## src/hdl/crb_pkg.sv

```systemverilog
// Shared types and constants for the clipped rectangle blit block.
`default_nettype none
package crb_pkg;

    localparam int COORD_BITS = 12;
    localparam int SRC_BITS   = 16;
    localparam int EXT_BITS   = SRC_BITS + 1;
    localparam int WORD_BITS  = 16;
    localparam int INDEX_BITS = 2;
    localparam int STEP_BITS  = 4;

    localparam logic [COORD_BITS-1:0] CLIP_LEFT_RESET   = COORD_BITS'(0);
    localparam logic [COORD_BITS-1:0] CLIP_RIGHT_RESET  = COORD_BITS'(480);
    localparam logic [COORD_BITS-1:0] CLIP_TOP_RESET    = COORD_BITS'(0);
    localparam logic [COORD_BITS-1:0] CLIP_BOTTOM_RESET = COORD_BITS'(272);

    localparam logic [WORD_BITS-1:0] CMD_COLUMN = 16'h002A;
    localparam logic [WORD_BITS-1:0] CMD_ROW    = 16'h002B;
    localparam logic [WORD_BITS-1:0] CMD_WRITE  = 16'h002C;

    typedef enum logic [INDEX_BITS-1:0] {
        REG_CLIP_LEFT   = 2'd0,
        REG_CLIP_RIGHT  = 2'd1,
        REG_CLIP_TOP    = 2'd2,
        REG_CLIP_BOTTOM = 2'd3
    } reg_index_t;

    typedef enum logic [STEP_BITS-1:0] {
        STEP_CMD_COLUMN = 4'd0,
        STEP_COL_LO_HI  = 4'd1,
        STEP_COL_LO_LO  = 4'd2,
        STEP_COL_HI_HI  = 4'd3,
        STEP_COL_HI_LO  = 4'd4,
        STEP_CMD_ROW    = 4'd5,
        STEP_ROW_LO_HI  = 4'd6,
        STEP_ROW_LO_LO  = 4'd7,
        STEP_ROW_HI_HI  = 4'd8,
        STEP_ROW_HI_LO  = 4'd9,
        STEP_CMD_WRITE  = 4'd10
    } hdr_step_t;

    typedef struct packed {
        logic                  reject;
        logic [COORD_BITS-1:0] win_left;
        logic [COORD_BITS-1:0] win_right;
        logic [COORD_BITS-1:0] win_top;
        logic [COORD_BITS-1:0] win_bottom;
    } hdr_clip_t;

    // Widen a window coordinate for signed comparison with source coordinates.
    function automatic logic signed [EXT_BITS-1:0] win_ext(input logic [COORD_BITS-1:0] v);
        win_ext = signed'({{(EXT_BITS-COORD_BITS){1'b0}}, v});
    endfunction

    function automatic logic signed [EXT_BITS-1:0] src_ext(input logic [SRC_BITS-1:0] v);
        src_ext = signed'({v[SRC_BITS-1], v});
    endfunction

endpackage
`default_nettype wire

```

## src/hdl/crb_item_if.sv

```systemverilog
// Input item channel: rectangle headers and pixels.
`default_nettype none
interface crb_item_if;
    logic        valid;
    logic        ready;
    logic        mode;
    logic [15:0] rect_left;
    logic [15:0] rect_right;
    logic [15:0] rect_top;
    logic [15:0] rect_bottom;
    logic [15:0] pixel;

    modport source (output valid, mode, rect_left, rect_right, rect_top, rect_bottom, pixel,
                    input ready);
    modport sink   (input valid, mode, rect_left, rect_right, rect_top, rect_bottom, pixel,
                    output ready);
endinterface
`default_nettype wire

```

## src/hdl/crb_result_if.sv

```systemverilog
// Result channel: words for the LCD bus.
`default_nettype none
interface crb_result_if;
    logic        valid;
    logic        ready;
    logic [15:0] bus_word;
    logic        is_command;
    logic        last;

    modport source (output valid, bus_word, is_command, last, input ready);
    modport sink   (input valid, bus_word, is_command, last, output ready);
endinterface
`default_nettype wire

```

## src/hdl/crb_cfg_if.sv

```systemverilog
// Configuration write channel.
`default_nettype none
interface crb_cfg_if;
    logic                              valid;
    logic                              ready;
    logic [crb_pkg::INDEX_BITS-1:0]    index;
    logic [crb_pkg::COORD_BITS-1:0]    data;

    modport source (output valid, index, data, input ready);
    modport sink   (input valid, index, data, output ready);
endinterface
`default_nettype wire

```

## src/hdl/crb_clip.sv

```systemverilog
// Header check and clipping of a source rectangle against the window.
`default_nettype none
module crb_clip (
    input  wire logic [crb_pkg::SRC_BITS-1:0]   rect_left,
    input  wire logic [crb_pkg::SRC_BITS-1:0]   rect_right,
    input  wire logic [crb_pkg::SRC_BITS-1:0]   rect_top,
    input  wire logic [crb_pkg::SRC_BITS-1:0]   rect_bottom,
    input  wire logic [crb_pkg::COORD_BITS-1:0] clip_left,
    input  wire logic [crb_pkg::COORD_BITS-1:0] clip_right,
    input  wire logic [crb_pkg::COORD_BITS-1:0] clip_top,
    input  wire logic [crb_pkg::COORD_BITS-1:0] clip_bottom,
    output crb_pkg::hdr_clip_t                  clip
);
    logic signed [crb_pkg::EXT_BITS-1:0] l, r, t, b;
    logic signed [crb_pkg::EXT_BITS-1:0] ml, mr, mt, mb;

    always_comb
    begin
        l  = crb_pkg::src_ext(rect_left);
        r  = crb_pkg::src_ext(rect_right);
        t  = crb_pkg::src_ext(rect_top);
        b  = crb_pkg::src_ext(rect_bottom);
        ml = crb_pkg::win_ext(clip_left);
        mr = crb_pkg::win_ext(clip_right);
        mt = crb_pkg::win_ext(clip_top);
        mb = crb_pkg::win_ext(clip_bottom);

        // Drop inverted rectangles and those wholly outside the window.
        clip.reject = (l > r) || (t > b) || (l > mr) || (r < ml) || (t > mb) || (b < mt);

        // Only meaningful when accepted; every value then lies inside 0..max coord.
        clip.win_left   = (l < ml) ? clip_left   : l[crb_pkg::COORD_BITS-1:0];
        clip.win_right  = (r > mr) ? clip_right  : r[crb_pkg::COORD_BITS-1:0];
        clip.win_top    = (t < mt) ? clip_top    : t[crb_pkg::COORD_BITS-1:0];
        clip.win_bottom = (b > mb) ? clip_bottom : b[crb_pkg::COORD_BITS-1:0];
    end
endmodule
`default_nettype wire

```

## src/hdl/clipped_rect_blit_to_lcd_bus_core.sv

```systemverilog
// Top level of the clipped rectangle blit to LCD bus block.
//
// Channels: item (sink) carries a rectangle header (mode 0) or a pixel (mode 1);
// result (source) carries LCD bus words with a command flag and a last flag;
// cfg (sink) writes the four clip window registers and is always ready.
// An accepted item lands in an input register; its result word, if any, is
// then loaded into the output register once that register has room. Pixels
// sustain one beat per cycle while the receiver is ready. A header that
// passes the window check emits eleven beats from the input register, one per
// cycle while the receiver is ready, holding off new items for that time; a
// rejected header or a dropped pixel passes through with no beat.
// Reset clears the rectangle state, the clip window returns to columns 0..480
// and rows 0..272, and both registers empty. When the receiver stalls the
// output register holds its beat, the input register holds its item, and the
// item channel drops ready until space frees up. Configuration writes belong
// in idle periods only.
`default_nettype none
module clipped_rect_blit_to_lcd_bus_core (
    input  wire logic  clk,
    input  wire logic  rst_n,
    crb_item_if.sink   item,
    crb_result_if.source result,
    crb_cfg_if.sink    cfg
);
    localparam int CB = crb_pkg::COORD_BITS;
    localparam int SB = crb_pkg::SRC_BITS;
    localparam int WB = crb_pkg::WORD_BITS;

    logic [CB-1:0] clip_left_reg, clip_right_reg, clip_top_reg, clip_bottom_reg;

    logic          s1_valid_reg;
    logic          s1_mode_reg;
    logic [SB-1:0] s1_left_reg, s1_right_reg, s1_top_reg, s1_bottom_reg;
    logic [WB-1:0] s1_pixel_reg;

    logic          live_reg;
    logic [SB-1:0] src_left_reg, src_right_reg, pos_x_reg, pos_y_reg;
    logic [CB-1:0] win_left_reg, win_right_reg, win_top_reg, win_bottom_reg;
    crb_pkg::hdr_step_t step_reg, step_next;

    logic          res_valid_reg;
    logic [WB-1:0] res_word_reg;
    logic          res_cmd_reg;
    logic          res_last_reg;

    crb_pkg::hdr_clip_t clip;
    logic          slot_free, accept, emit, s1_done, in_win, row_end;
    logic [SB-1:0] pos_y_inc;
    logic [WB-1:0] emit_word;
    logic          emit_cmd, emit_last;
    crb_pkg::reg_index_t cfg_idx;

    crb_clip u_clip (
        .rect_left   (s1_left_reg),
        .rect_right  (s1_right_reg),
        .rect_top    (s1_top_reg),
        .rect_bottom (s1_bottom_reg),
        .clip_left   (clip_left_reg),
        .clip_right  (clip_right_reg),
        .clip_top    (clip_top_reg),
        .clip_bottom (clip_bottom_reg),
        .clip        (clip)
    );

    assign cfg.ready = 1'b1;
    assign cfg_idx   = crb_pkg::reg_index_t'(cfg.index);

    always_ff @(posedge clk or negedge rst_n)
    begin
        if (!rst_n)
        begin
            clip_left_reg   <= crb_pkg::CLIP_LEFT_RESET;
            clip_right_reg  <= crb_pkg::CLIP_RIGHT_RESET;
            clip_top_reg    <= crb_pkg::CLIP_TOP_RESET;
            clip_bottom_reg <= crb_pkg::CLIP_BOTTOM_RESET;
        end
        else if (cfg.valid)
        begin
            unique case (cfg_idx)
                crb_pkg::REG_CLIP_LEFT:   clip_left_reg   <= cfg.data;
                crb_pkg::REG_CLIP_RIGHT:  clip_right_reg  <= cfg.data;
                crb_pkg::REG_CLIP_TOP:    clip_top_reg    <= cfg.data;
                crb_pkg::REG_CLIP_BOTTOM: clip_bottom_reg <= cfg.data;
                default: ;
            endcase
        end
    end

    always_comb
    begin
        slot_free = !res_valid_reg || result.ready;
        in_win = (crb_pkg::src_ext(pos_x_reg) >= crb_pkg::win_ext(win_left_reg))
              && (crb_pkg::src_ext(pos_x_reg) <= crb_pkg::win_ext(win_right_reg))
              && (crb_pkg::src_ext(pos_y_reg) >= crb_pkg::win_ext(win_top_reg))
              && (crb_pkg::src_ext(pos_y_reg) <= crb_pkg::win_ext(win_bottom_reg));
        row_end   = crb_pkg::src_ext(pos_x_reg) >= crb_pkg::src_ext(src_right_reg);
        pos_y_inc = pos_y_reg + SB'(1);

        if (!s1_mode_reg)
        begin
            emit    = s1_valid_reg && slot_free && !clip.reject;
            s1_done = s1_valid_reg
                   && (clip.reject || (slot_free && step_reg == crb_pkg::STEP_CMD_WRITE));
        end
        else
        begin
            emit    = s1_valid_reg && slot_free && live_reg && in_win;
            s1_done = s1_valid_reg && (slot_free || !live_reg || !in_win);
        end

        item.ready = !s1_valid_reg || s1_done;
        accept     = item.valid && item.ready;

        step_next = step_reg;
        if (s1_done)
            step_next = crb_pkg::STEP_CMD_COLUMN;
        else if (emit && !s1_mode_reg)
            step_next = crb_pkg::hdr_step_t'(step_reg + crb_pkg::STEP_BITS'(1));

        // Pick the header word for this step; a pixel passes straight through.
        emit_cmd  = 1'b0;
        emit_last = 1'b0;
        emit_word = s1_pixel_reg;
        if (!s1_mode_reg)
        begin
            case (step_reg)
                crb_pkg::STEP_CMD_COLUMN:
                begin
                    emit_word = crb_pkg::CMD_COLUMN;
                    emit_cmd  = 1'b1;
                end
                crb_pkg::STEP_COL_LO_HI: emit_word = WB'(clip.win_left >> 8);
                crb_pkg::STEP_COL_LO_LO: emit_word = WB'(clip.win_left[7:0]);
                crb_pkg::STEP_COL_HI_HI: emit_word = WB'(clip.win_right >> 8);
                crb_pkg::STEP_COL_HI_LO: emit_word = WB'(clip.win_right[7:0]);
                crb_pkg::STEP_CMD_ROW:
                begin
                    emit_word = crb_pkg::CMD_ROW;
                    emit_cmd  = 1'b1;
                end
                crb_pkg::STEP_ROW_LO_HI: emit_word = WB'(clip.win_top >> 8);
                crb_pkg::STEP_ROW_LO_LO: emit_word = WB'(clip.win_top[7:0]);
                crb_pkg::STEP_ROW_HI_HI: emit_word = WB'(clip.win_bottom >> 8);
                crb_pkg::STEP_ROW_HI_LO: emit_word = WB'(clip.win_bottom[7:0]);
                crb_pkg::STEP_CMD_WRITE:
                begin
                    emit_word = crb_pkg::CMD_WRITE;
                    emit_cmd  = 1'b1;
                    emit_last = 1'b1;
                end
                default: emit_word = crb_pkg::CMD_WRITE;
            endcase
        end
        else
        begin
            emit_last = 1'b1;
        end
    end

    // Input register.
    always_ff @(posedge clk or negedge rst_n)
    begin
        if (!rst_n)
            s1_valid_reg <= 1'b0;
        else if (item.ready)
            s1_valid_reg <= item.valid;
    end

    always_ff @(posedge clk)
    begin
        if (accept)
        begin
            s1_mode_reg   <= item.mode;
            s1_left_reg   <= item.rect_left;
            s1_right_reg  <= item.rect_right;
            s1_top_reg    <= item.rect_top;
            s1_bottom_reg <= item.rect_bottom;
            s1_pixel_reg  <= item.pixel;
        end
    end

    // Rectangle state.
    always_ff @(posedge clk or negedge rst_n)
    begin
        if (!rst_n)
        begin
            live_reg       <= 1'b0;
            step_reg       <= crb_pkg::STEP_CMD_COLUMN;
            src_left_reg   <= '0;
            src_right_reg  <= '0;
            pos_x_reg      <= '0;
            pos_y_reg      <= '0;
            win_left_reg   <= '0;
            win_right_reg  <= '0;
            win_top_reg    <= '0;
            win_bottom_reg <= '0;
        end
        else
        begin
            step_reg <= step_next;
            if (s1_done && !s1_mode_reg)
            begin
                live_reg <= !clip.reject;
                if (!clip.reject)
                begin
                    src_left_reg   <= s1_left_reg;
                    src_right_reg  <= s1_right_reg;
                    pos_x_reg      <= s1_left_reg;
                    pos_y_reg      <= s1_top_reg;
                    win_left_reg   <= clip.win_left;
                    win_right_reg  <= clip.win_right;
                    win_top_reg    <= clip.win_top;
                    win_bottom_reg <= clip.win_bottom;
                end
            end
            else if (s1_done && live_reg)
            begin
                // Advance over every pixel, wrapping at the source row end.
                if (row_end)
                begin
                    pos_x_reg <= src_left_reg;
                    pos_y_reg <= pos_y_inc;
                    if (crb_pkg::src_ext(pos_y_inc) > crb_pkg::win_ext(win_bottom_reg))
                        live_reg <= 1'b0;
                end
                else
                begin
                    pos_x_reg <= pos_x_reg + SB'(1);
                end
            end
        end
    end

    // Output register.
    always_ff @(posedge clk or negedge rst_n)
    begin
        if (!rst_n)
            res_valid_reg <= 1'b0;
        else if (emit)
            res_valid_reg <= 1'b1;
        else if (result.ready)
            res_valid_reg <= 1'b0;
    end

    always_ff @(posedge clk)
    begin
        if (emit)
        begin
            res_word_reg <= emit_word;
            res_cmd_reg  <= emit_cmd;
            res_last_reg <= emit_last;
        end
    end

    assign result.valid      = res_valid_reg;
    assign result.bus_word   = res_word_reg;
    assign result.is_command = res_cmd_reg;
    assign result.last       = res_last_reg;
endmodule
`default_nettype wire
```

## src/flat_wrapper.sv

```systemverilog
// flat-port wrapper written by rule: the top's interface ports become plain ports
module clipped_rect_blit_to_lcd_bus_core_flat 
  (clk, rst_n, item_valid, item_mode, item_rect_left, item_rect_right, item_rect_top, item_rect_bottom, item_pixel, item_ready, result_valid, result_bus_word, result_is_command, result_last, result_ready, cfg_valid, cfg_index, cfg_data, cfg_ready);
  crb_item_if item_i ();
  crb_result_if result_i ();
  crb_cfg_if cfg_i ();
  input  wire logic clk;
  input  wire logic rst_n;
  input wire logic [$bits(item_i.valid)-1:0] item_valid;
  input wire logic [$bits(item_i.mode)-1:0] item_mode;
  input wire logic [$bits(item_i.rect_left)-1:0] item_rect_left;
  input wire logic [$bits(item_i.rect_right)-1:0] item_rect_right;
  input wire logic [$bits(item_i.rect_top)-1:0] item_rect_top;
  input wire logic [$bits(item_i.rect_bottom)-1:0] item_rect_bottom;
  input wire logic [$bits(item_i.pixel)-1:0] item_pixel;
  output wire logic [$bits(item_i.ready)-1:0] item_ready;
  output wire logic [$bits(result_i.valid)-1:0] result_valid;
  output wire logic [$bits(result_i.bus_word)-1:0] result_bus_word;
  output wire logic [$bits(result_i.is_command)-1:0] result_is_command;
  output wire logic [$bits(result_i.last)-1:0] result_last;
  input wire logic [$bits(result_i.ready)-1:0] result_ready;
  input wire logic [$bits(cfg_i.valid)-1:0] cfg_valid;
  input wire logic [$bits(cfg_i.index)-1:0] cfg_index;
  input wire logic [$bits(cfg_i.data)-1:0] cfg_data;
  output wire logic [$bits(cfg_i.ready)-1:0] cfg_ready;
  assign item_i.valid = item_valid;
  assign item_i.mode = item_mode;
  assign item_i.rect_left = item_rect_left;
  assign item_i.rect_right = item_rect_right;
  assign item_i.rect_top = item_rect_top;
  assign item_i.rect_bottom = item_rect_bottom;
  assign item_i.pixel = item_pixel;
  assign item_ready = item_i.ready;
  assign result_valid = result_i.valid;
  assign result_bus_word = result_i.bus_word;
  assign result_is_command = result_i.is_command;
  assign result_last = result_i.last;
  assign result_i.ready = result_ready;
  assign cfg_i.valid = cfg_valid;
  assign cfg_i.index = cfg_index;
  assign cfg_i.data = cfg_data;
  assign cfg_ready = cfg_i.ready;
  clipped_rect_blit_to_lcd_bus_core u_core (.clk(clk), .rst_n(rst_n), .item(item_i), .result(result_i), .cfg(cfg_i));
endmodule
```

## config.mk

```make
export PLATFORM = sky130hd
export DESIGN_NAME = clipped_rect_blit_to_lcd_bus_core_flat
export DESIGN_NICKNAME = d
export VERILOG_FILES = /design/src/hdl/crb_pkg.sv /design/src/hdl/crb_item_if.sv /design/src/hdl/crb_result_if.sv /design/src/hdl/crb_cfg_if.sv /design/src/hdl/crb_clip.sv /design/src/hdl/clipped_rect_blit_to_lcd_bus_core.sv /design/src/flat_wrapper.sv
export SDC_FILE = /design/constraint.sdc
export NUM_CORES = 1
export LEC_CHECK = 0
export BUFFER_PORTS_ARGS = -buffer_cell sky130_fd_sc_hd__buf_2
export CAP_MARGIN = 30
export CORE_UTILIZATION = 40
export DETAILED_ROUTE_END_ITERATION = 8
export PLACE_DENSITY = 0.71
export SYNTH_ARGS = -nofsm -noshare
export SYNTH_HDL_FRONTEND = slang
export SYNTH_SLANG_ARGS = --single-unit
export TNS_END_PERCENT = 50
```

## constraint.sdc

```tcl
create_clock -name clk -period 4.6 [get_ports clk]
set_input_delay 0.92 -clock clk [delete_from_list [all_inputs] [get_ports clk]]
set_output_delay 0.92 -clock clk [all_outputs]
set_load 0.01 [all_outputs]
```

# ---- Word-level counts from Yosys, hierarchy flattened
# Index checks and enable logic that the tools add are counted.
dict set report word_totals {
  register_bits 266
  latch_bits 0
  ram_bits 0
  rom_bits 0
  inputBits 100
  output_inout_bits 21
  word_cells 131
  memories 0
}
dict set report classes {
  addsub 3
  multipliers 0
  div_mod_pow 0
  magnitude_cmp 16
  eq_ne 14
  shifts 0
  mux 26
  bitwise_logic 1
  reduce_logical 46
}
# operator count
set ops {}
lappend ops {{$mux W16} 9}
lappend ops {{$gt A16 B13 Y1} 5}
lappend ops {{$pmux W8 S10} 1}
lappend ops {{$lt A16 B13 Y1} 4}
lappend ops {{$mux W12} 4}
lappend ops {{$add A16 B1 Y16 const B} 2}
lappend ops {{$ge A16 B13 Y1} 2}
lappend ops {{$gt A16 B16 Y1} 2}
lappend ops {{$le A16 B13 Y1} 2}
lappend ops {{$eq A4 B3 Y1 const B} 4}
lappend ops {{$ge A16 B16 Y1} 1}
lappend ops {{$logic_and A1 B1 Y1} 14}
lappend ops {{$eq A4 B4 Y1 const B} 3}
lappend ops {{$reduce_and A2 Y1} 6}
lappend ops {{$logic_or A1 B1 Y1} 10}
lappend ops {{$mux W1} 10}
lappend ops {{$reduce_bool A2 Y1} 5}
lappend ops {{$eq A4 B2 Y1 const B} 2}
lappend ops {{$mux W4} 2}
lappend ops {{$logic_not A1 Y1} 6}
lappend ops {{$reduce_and A3 Y1} 2}
lappend ops {{$add A4 B1 Y4 const B} 1}
lappend ops {{$eq A2 B2 Y1 const B} 2}
lappend ops {{$eq A4 B1 Y1 const B} 1}
lappend ops {{6 further kinds} 6}

# ---- Logic depth before layout (Yosys ltp)
dict set report depth {
  word_depth 12
  ltp_mapped 15
}

# ---- Hierarchy
# From an unflattened synthesis, not the netlist that was laid out.
dict set report unflattened {
  cells_unflattened 1622
  hier_area_um2 16493.3
}
# mod instances cells_each area_each_um2
set modules_own_cells {}
lappend modules_own_cells {clipped_rect_blit_to_lcd_bus_core 1 1179 12864.8}
lappend modules_own_cells {crb_clip 1 443 3628.5}

# ---- Least setup slack after synthesis
# OpenSTA, ideal clock, no wires.
dict set report synth_path {
  path_kind {register to register}
  startpoint {register u_core.s1_top_reg[15]}
  endpoint {register u_core.s1_bottom_reg[0], enable pin}
  setup_time_ns 0.448
  t_arrival_ns 4.399
  t_required_ns 4.152
  slack_ns -0.247
  stages_incl_launch_ff 12
  n_path_buf 1
  period_less_slack_ns 4.847
  cell_sequence {edfxtp_1 -> ha_1 -> and4_1 -> nand4_1 -> a21o_1 -> nor3b_1 -> or3_1 -> clkbuf_1 -> nand3_2 -> a21oi_1 -> o21ai_0 -> and2_1}
}
dict set report synth_via {
  elab_chain_cells 11
  elab_cells_between_ends 12
}
# item line_no
set synth_lines {}
lappend synth_lines {{start: declaration} clipped_rect_blit_to_lcd_bus_core.sv:33} ;# logic [SB-1:0] s1_left_reg, s1_right_reg, s1_top_reg, s1_bottom_reg;
lappend synth_lines {{start signal: assignment} clipped_rect_blit_to_lcd_bus_core.sv:176} ;# s1_top_reg <= item.rect_top;
lappend synth_lines {{$gt A16 B16 Y1} crb_clip.sv:29} ;# clip.reject = (l > r) || (t > b) || (l > mr) || (r < ml) || (t > mb) || (b < mt);
lappend synth_lines {{$logic_or A1 B1 Y1 (3 in series)} crb_clip.sv:29}
lappend synth_lines {{$logic_or A1 B1 Y1 (*) (2 in series)} crb_clip.sv:29}
lappend synth_lines {{$logic_or A1 B1 Y1 (*)} clipped_rect_blit_to_lcd_bus_core.sv:103} ;# && (clip.reject || (slot_free && step_reg == crb_pkg::STEP_CMD_WRITE));
lappend synth_lines {{$logic_and A1 B1 Y1 (*)} clipped_rect_blit_to_lcd_bus_core.sv:103}
lappend synth_lines {{$mux W1 (*)} clipped_rect_blit_to_lcd_bus_core.sv:99} ;# if (!s1_mode_reg)
lappend synth_lines {{$logic_or A1 B1 Y1 (*)} clipped_rect_blit_to_lcd_bus_core.sv:111} ;# item.ready = !s1_valid_reg || s1_done;
lappend synth_lines {{named net item_ready} flat_wrapper.sv:16} ;# output wire logic [$bits(item_i.ready)-1:0] item_ready;
lappend synth_lines {{$logic_and A1 B1 Y1 (*)} clipped_rect_blit_to_lcd_bus_core.sv:112} ;# accept = item.valid && item.ready;
lappend synth_lines {{named net u_core.accept} clipped_rect_blit_to_lcd_bus_core.sv:47} ;# logic slot_free, accept, emit, s1_done, in_win, row_end;
lappend synth_lines {{end signal: assignment} clipped_rect_blit_to_lcd_bus_core.sv:177} ;# s1_bottom_reg <= item.rect_bottom;
lappend synth_lines {{end: declaration} clipped_rect_blit_to_lcd_bus_core.sv:33}
# Mark *: on every way through the listed nets, which the timed path passes. The rest lies on a longest branch.
# A chain may end at the register's enable or synchronous reset.

# ---- Final worst setup path
dict set report layout_path {
  startpoint {register u_core.s1_right_reg[15]}
  endpoint {output port item_ready}
}
dict set report layout_via {
  elab_chain_cells 10
  elab_cells_between_ends 11
}
# item line_no
set layout_lines {}
lappend layout_lines {{start: declaration} clipped_rect_blit_to_lcd_bus_core.sv:33}
lappend layout_lines {{start signal: assignment} clipped_rect_blit_to_lcd_bus_core.sv:175} ;# s1_right_reg <= item.rect_right;
lappend layout_lines {{$gt A16 B16 Y1} crb_clip.sv:29}
lappend layout_lines {{$logic_or A1 B1 Y1 (2 in series)} crb_clip.sv:29}
lappend layout_lines {{$logic_or A1 B1 Y1 (*) (3 in series)} crb_clip.sv:29}
lappend layout_lines {{$logic_or A1 B1 Y1 (*)} clipped_rect_blit_to_lcd_bus_core.sv:103}
lappend layout_lines {{$logic_and A1 B1 Y1 (*)} clipped_rect_blit_to_lcd_bus_core.sv:103}
lappend layout_lines {{$mux W1 (*)} clipped_rect_blit_to_lcd_bus_core.sv:99}
lappend layout_lines {{$logic_or A1 B1 Y1 (*)} clipped_rect_blit_to_lcd_bus_core.sv:111}
lappend layout_lines {{end: declaration} flat_wrapper.sv:16}
# Mark *: on every way between the ends. The rest lies on a longest branch, timed or not.

==> summary.txt <==
Hold path
  – Worst min-delay path class: in -> async

Clock network
  – CTS tree: built
  – Hold_buf cts: 0
  – Latest clock arrival within the worst-skew pair: 0.59 ns
  – TritonCTS buffer count: 31
  – Clock buffer depth: 3
  – H-Tree Depth: 1
  – Clock sink count: 266
  – Root Driver: clkbuf_16
  – Clock transition at the registers of the reported paths: about 0.060 ns

Placement
  – Port bufs: roughly 120
  – Pre-CTS setup slack: 0.619 ns
  – GPL Wtd Cong: 0.938
  – Placed insts: roughly 2,200
  – Cell area after placement: between 15,000 and 20,000 sq um
  – DP Wirelength: ~37,000 microns

Die
  – Std cell rows: 73
  – Die X: 205 microns
  – DIE AREA: 41,800 sq um
  – Total core area: 40,100 sq um
  – I/O pin count: approximately 120
  – Die span in y: 205 microns
  – Initial core utilization: roughly two fifths

Global route
  – Initial antenna violation count: 0
  – M2 GR Usage: 36.0%
  – Largest net degree at the start of global routing: 145
  – All-Layer GR Usage: roughly 23%
  – Total gr overflow: 0
  – Number of global-route vias before repair: 12,500
  – First-pass GRT wire length: 73,300 microns
  – Met3 Use GR: 3.71%
  – Met1 usage: 32.5%
  – Grt peak-use layer: met2

Logic synthesis
  – Synth top area share: roughly 25%
  – Syn_nets: 1,883
  – Post-Synthesis Cells: between 1,500 and 2,000
  – Post-synth ARST share: 62.8%
  – Seq/Total Area, Yosys: between 40% and 50%
  – Largest cells by area after synthesis: dfrtp_1 25%, edfxtp_1 18%, ha_1 16%
  – Mapped Area: 16,400 sq um
  – Avg Cell Area, Syn: 10.4 sq um
  – Number of library cell types mapped by synthesis: 73
  – Post-synth EDFFs: 99
  – Yosys Warn Count: 0
  – Post-synth top area cell: dfrtp_1
  – Primary FF master, synth: dfrtp_1
  – FF+latch count, synth: between 200 and 300

Timing
  – Setup tns final: 0 ns
  – Maximum operating frequency: 227 MHz
  – RSZ-0062 raised after global routing: no
  – Actual slew at the worst max-slew pin: 0.793 ns
  – Clk_skew: 0.0310 ns
  – Hold Fails Final Rpt: 0
  – Final period utilization: 95.8%
  – Final worst slack: 0.195 ns
  – Slew Viols, Final: 0
  – Final worst path period need: 4.41 ns
  – Setup-failing EPs final: 0
  – Rel. slew slack: 47.1%

Setup path
  – Critical Path AT: 3.49 ns
  – CP peak stage delay: 0.46 ns
  – CP delay by family, top: compound AO/OA/AOI/OAI gates
  – Slowest-stage cell, CP: edfxtp_1
  – WP data required: 3.68 ns
  – CP startpoint kind: flip-flop
  – Crit path buf inv count: 2
  – Setup crit end kind: output pin
  – Critical-path cell list: inv_1, ha_1, nand4_1, nor4_1, o21ai_0, a31oi_2, a211oi_4, nand3_4, a21oi_1, o21ai_1, buf_2
  – Kind of critical path: reg -> out
  – CP Max Fanout: 8

Status
  – Status: finished, final reports clean

Routing
  – Routed WL: 48,200 microns
  – DR WL/cell: 21.4 microns
  – Post-DRT Antenna Nets: 0
  – 1st-iter DRT viols: roughly 1,300
  – DR DRC count: 0
  – Total number of vias: 12,800
  – Drt via density: 5.69
  – DRT Pass-1 Iters: 5

Finish
  – Commonest non-fill, non-tap cell in the layout: ha_1
  – Number of diodes: 0
  – Design Area, Final: 18,800 sq um
  – Most frequent cells in the layout: 206 x ha_1, 165 x inv_1, 161 x dfrtp_1, 143 x nand2_1, 122 x o21ai_0
  – Nets: 2,007
  – Area grow syn2layout: 14.3%
  – Layout cells sized above 1: 16.7%
  – Layout Cells excl Fill: 2,251

Power and ir drop
  – Internal Power: around 4.6 mW
  – Worst VDD drop: between 0.2 and 0.3 mV
  – Leak: roughly 8.5 nW
  – Tot Pwr: 6.50 mW
  – Reg power frac: 43.0%
  – Switching share of power: 29.0%
  – Pwr/cell area: 346 nW/um^2
  – Clock share of power: between 30% and 40%
  – Net Switching: approximately 1.9 mW
  – Combinational power share: between 15 and 20%

Job
  – Max_cap viols: 0
-- path summary, 6_finish.rpt --
| kind | from | slack [ns] | to | depth (start not counted) |
|---|---|---|---|---|
| worst max register to register | u_core.s1_right_reg[0]$_DFFE_PP_ | 0.72 | u_core.result.bus_word[2]$_DFFE_PP_ | 10 |
| worst max-delay path | u_core.s1_right_reg[15]$_DFFE_PP_ | 0.19 | item_ready | 11 |
| worst min register to register | u_core.win_bottom_reg[4]$_DFFE_PN0P_ | 0.48 | u_core.win_bottom_reg[4]$_DFFE_PN0P_ | 2 |
| worst min-delay path | rst_n | 0.35 | u_core.pos_x_reg[15]$_DFFE_PN0P_ | 1 |
| min in group clk | u_core.win_bottom_reg[4]$_DFFE_PN0P_ | 0.48 | u_core.win_bottom_reg[4]$_DFFE_PN0P_ | 2 |
| max in group asynchronous | rst_n | 3.22 | u_core.clip_bottom_reg[4]$_DFFE_PN1P_ | 2 |
-- Yosys cell counts, types with 3 or more instances --
library cell  count
o221ai_1          3
nor2b_1          18
o211ai_1         10
edfxtp_1         99
clkbuf_1         31
and4_1            6
a21oi_1          59
dfstp_2           6
o32a_1            6
buf_2             3
a211o_1           7
nand2_1         143
o22ai_1          14
o41ai_1           4
nor4_1            4
nand2b_1         10
or4_1             4
and2_1           12
mux2i_1          80
nand4_1          41
a2bb2oi_1         4
a211oi_1         15
a21boi_0          4
or2_2             7
o21ai_1           5
and3_1           13
buf_4             6
dfrtp_1         161
a21o_1           36
xor2_1            6
xnor2_1          22
nand3_1          27
mux2_2           67
a31oi_1           5
inv_1           165
o21ai_0         123
ha_1            206
buf_1             4
nor3_1           16
o21a_1            7
a22oi_1           9
nor2_1           68
-- power by group through the flow --
stage                     Combinational (mW)  Clock (mW)  Sequential (mW)
final                                   1.13        2.58             2.79
after global routing                    1.25        2.71             2.80
after CTS                               1.11        2.61             2.79
after detailed placement                1.10           0             2.83
after global placement                  1.07           0             2.82
after floorplan                        0.730           0             2.75
-- cell families (layout without fill, tap and decap cells) --
kind of cell             count (synthesis)  count (layout)  share of synthesized area (%)
flip-flops                             266             266                           43.6
adder cells (fa/ha/maj)                206             206                           15.7
other                                    1               1                         0.0229
AO/OA/AOI/OAI                          339             339                           13.3
multiplexers                           147             147                           9.48
AND/OR/NAND/NOR                        379             379                           11.3
buffers and inverters                  211             360                           5.08
XOR/XNOR                                28              28                           1.49
-- routing by layer --
layer / routed length (microns) / up-vias
met3: 3870 / 100
met4: 1670 / 0
met1: 21300 / 6207
li1: - / 5944
met5: 0 / -
met2: 21400 / 557
-- stage by stage --
stage	hold slack (ns)	utilization (%)
finish	0.350	46.8
global route	0.446	46.8
CTS	0.410	46.7
detailed placement	0.467	44.1
global placement	0.462	44.1
floorplan	0.446	-
-- what timing repair did --
item | in CTS | in global routing
setup buffers | 0 | 0
setup endpoints to repair | 1 | 1
resized for setup | 1 | 3
endpoints found under the hold margin | 0 | 0
-- area by class of cell --
| type | instances | area, sq um |
|---|---|---|
| clock buffers | 36 | 795 |
| flip-flops and latches | 266 | 7160 |
| clock inverters | 22 | 264 |
| multi-input cells | 1100 | 8460 |
| inverters | 165 | 619 |
| fillers | 3701 | 21300 |
| well taps | 525 | 657 |
| repair buffers | 137 | 807 |
Power figures use the tool's default switching activity.
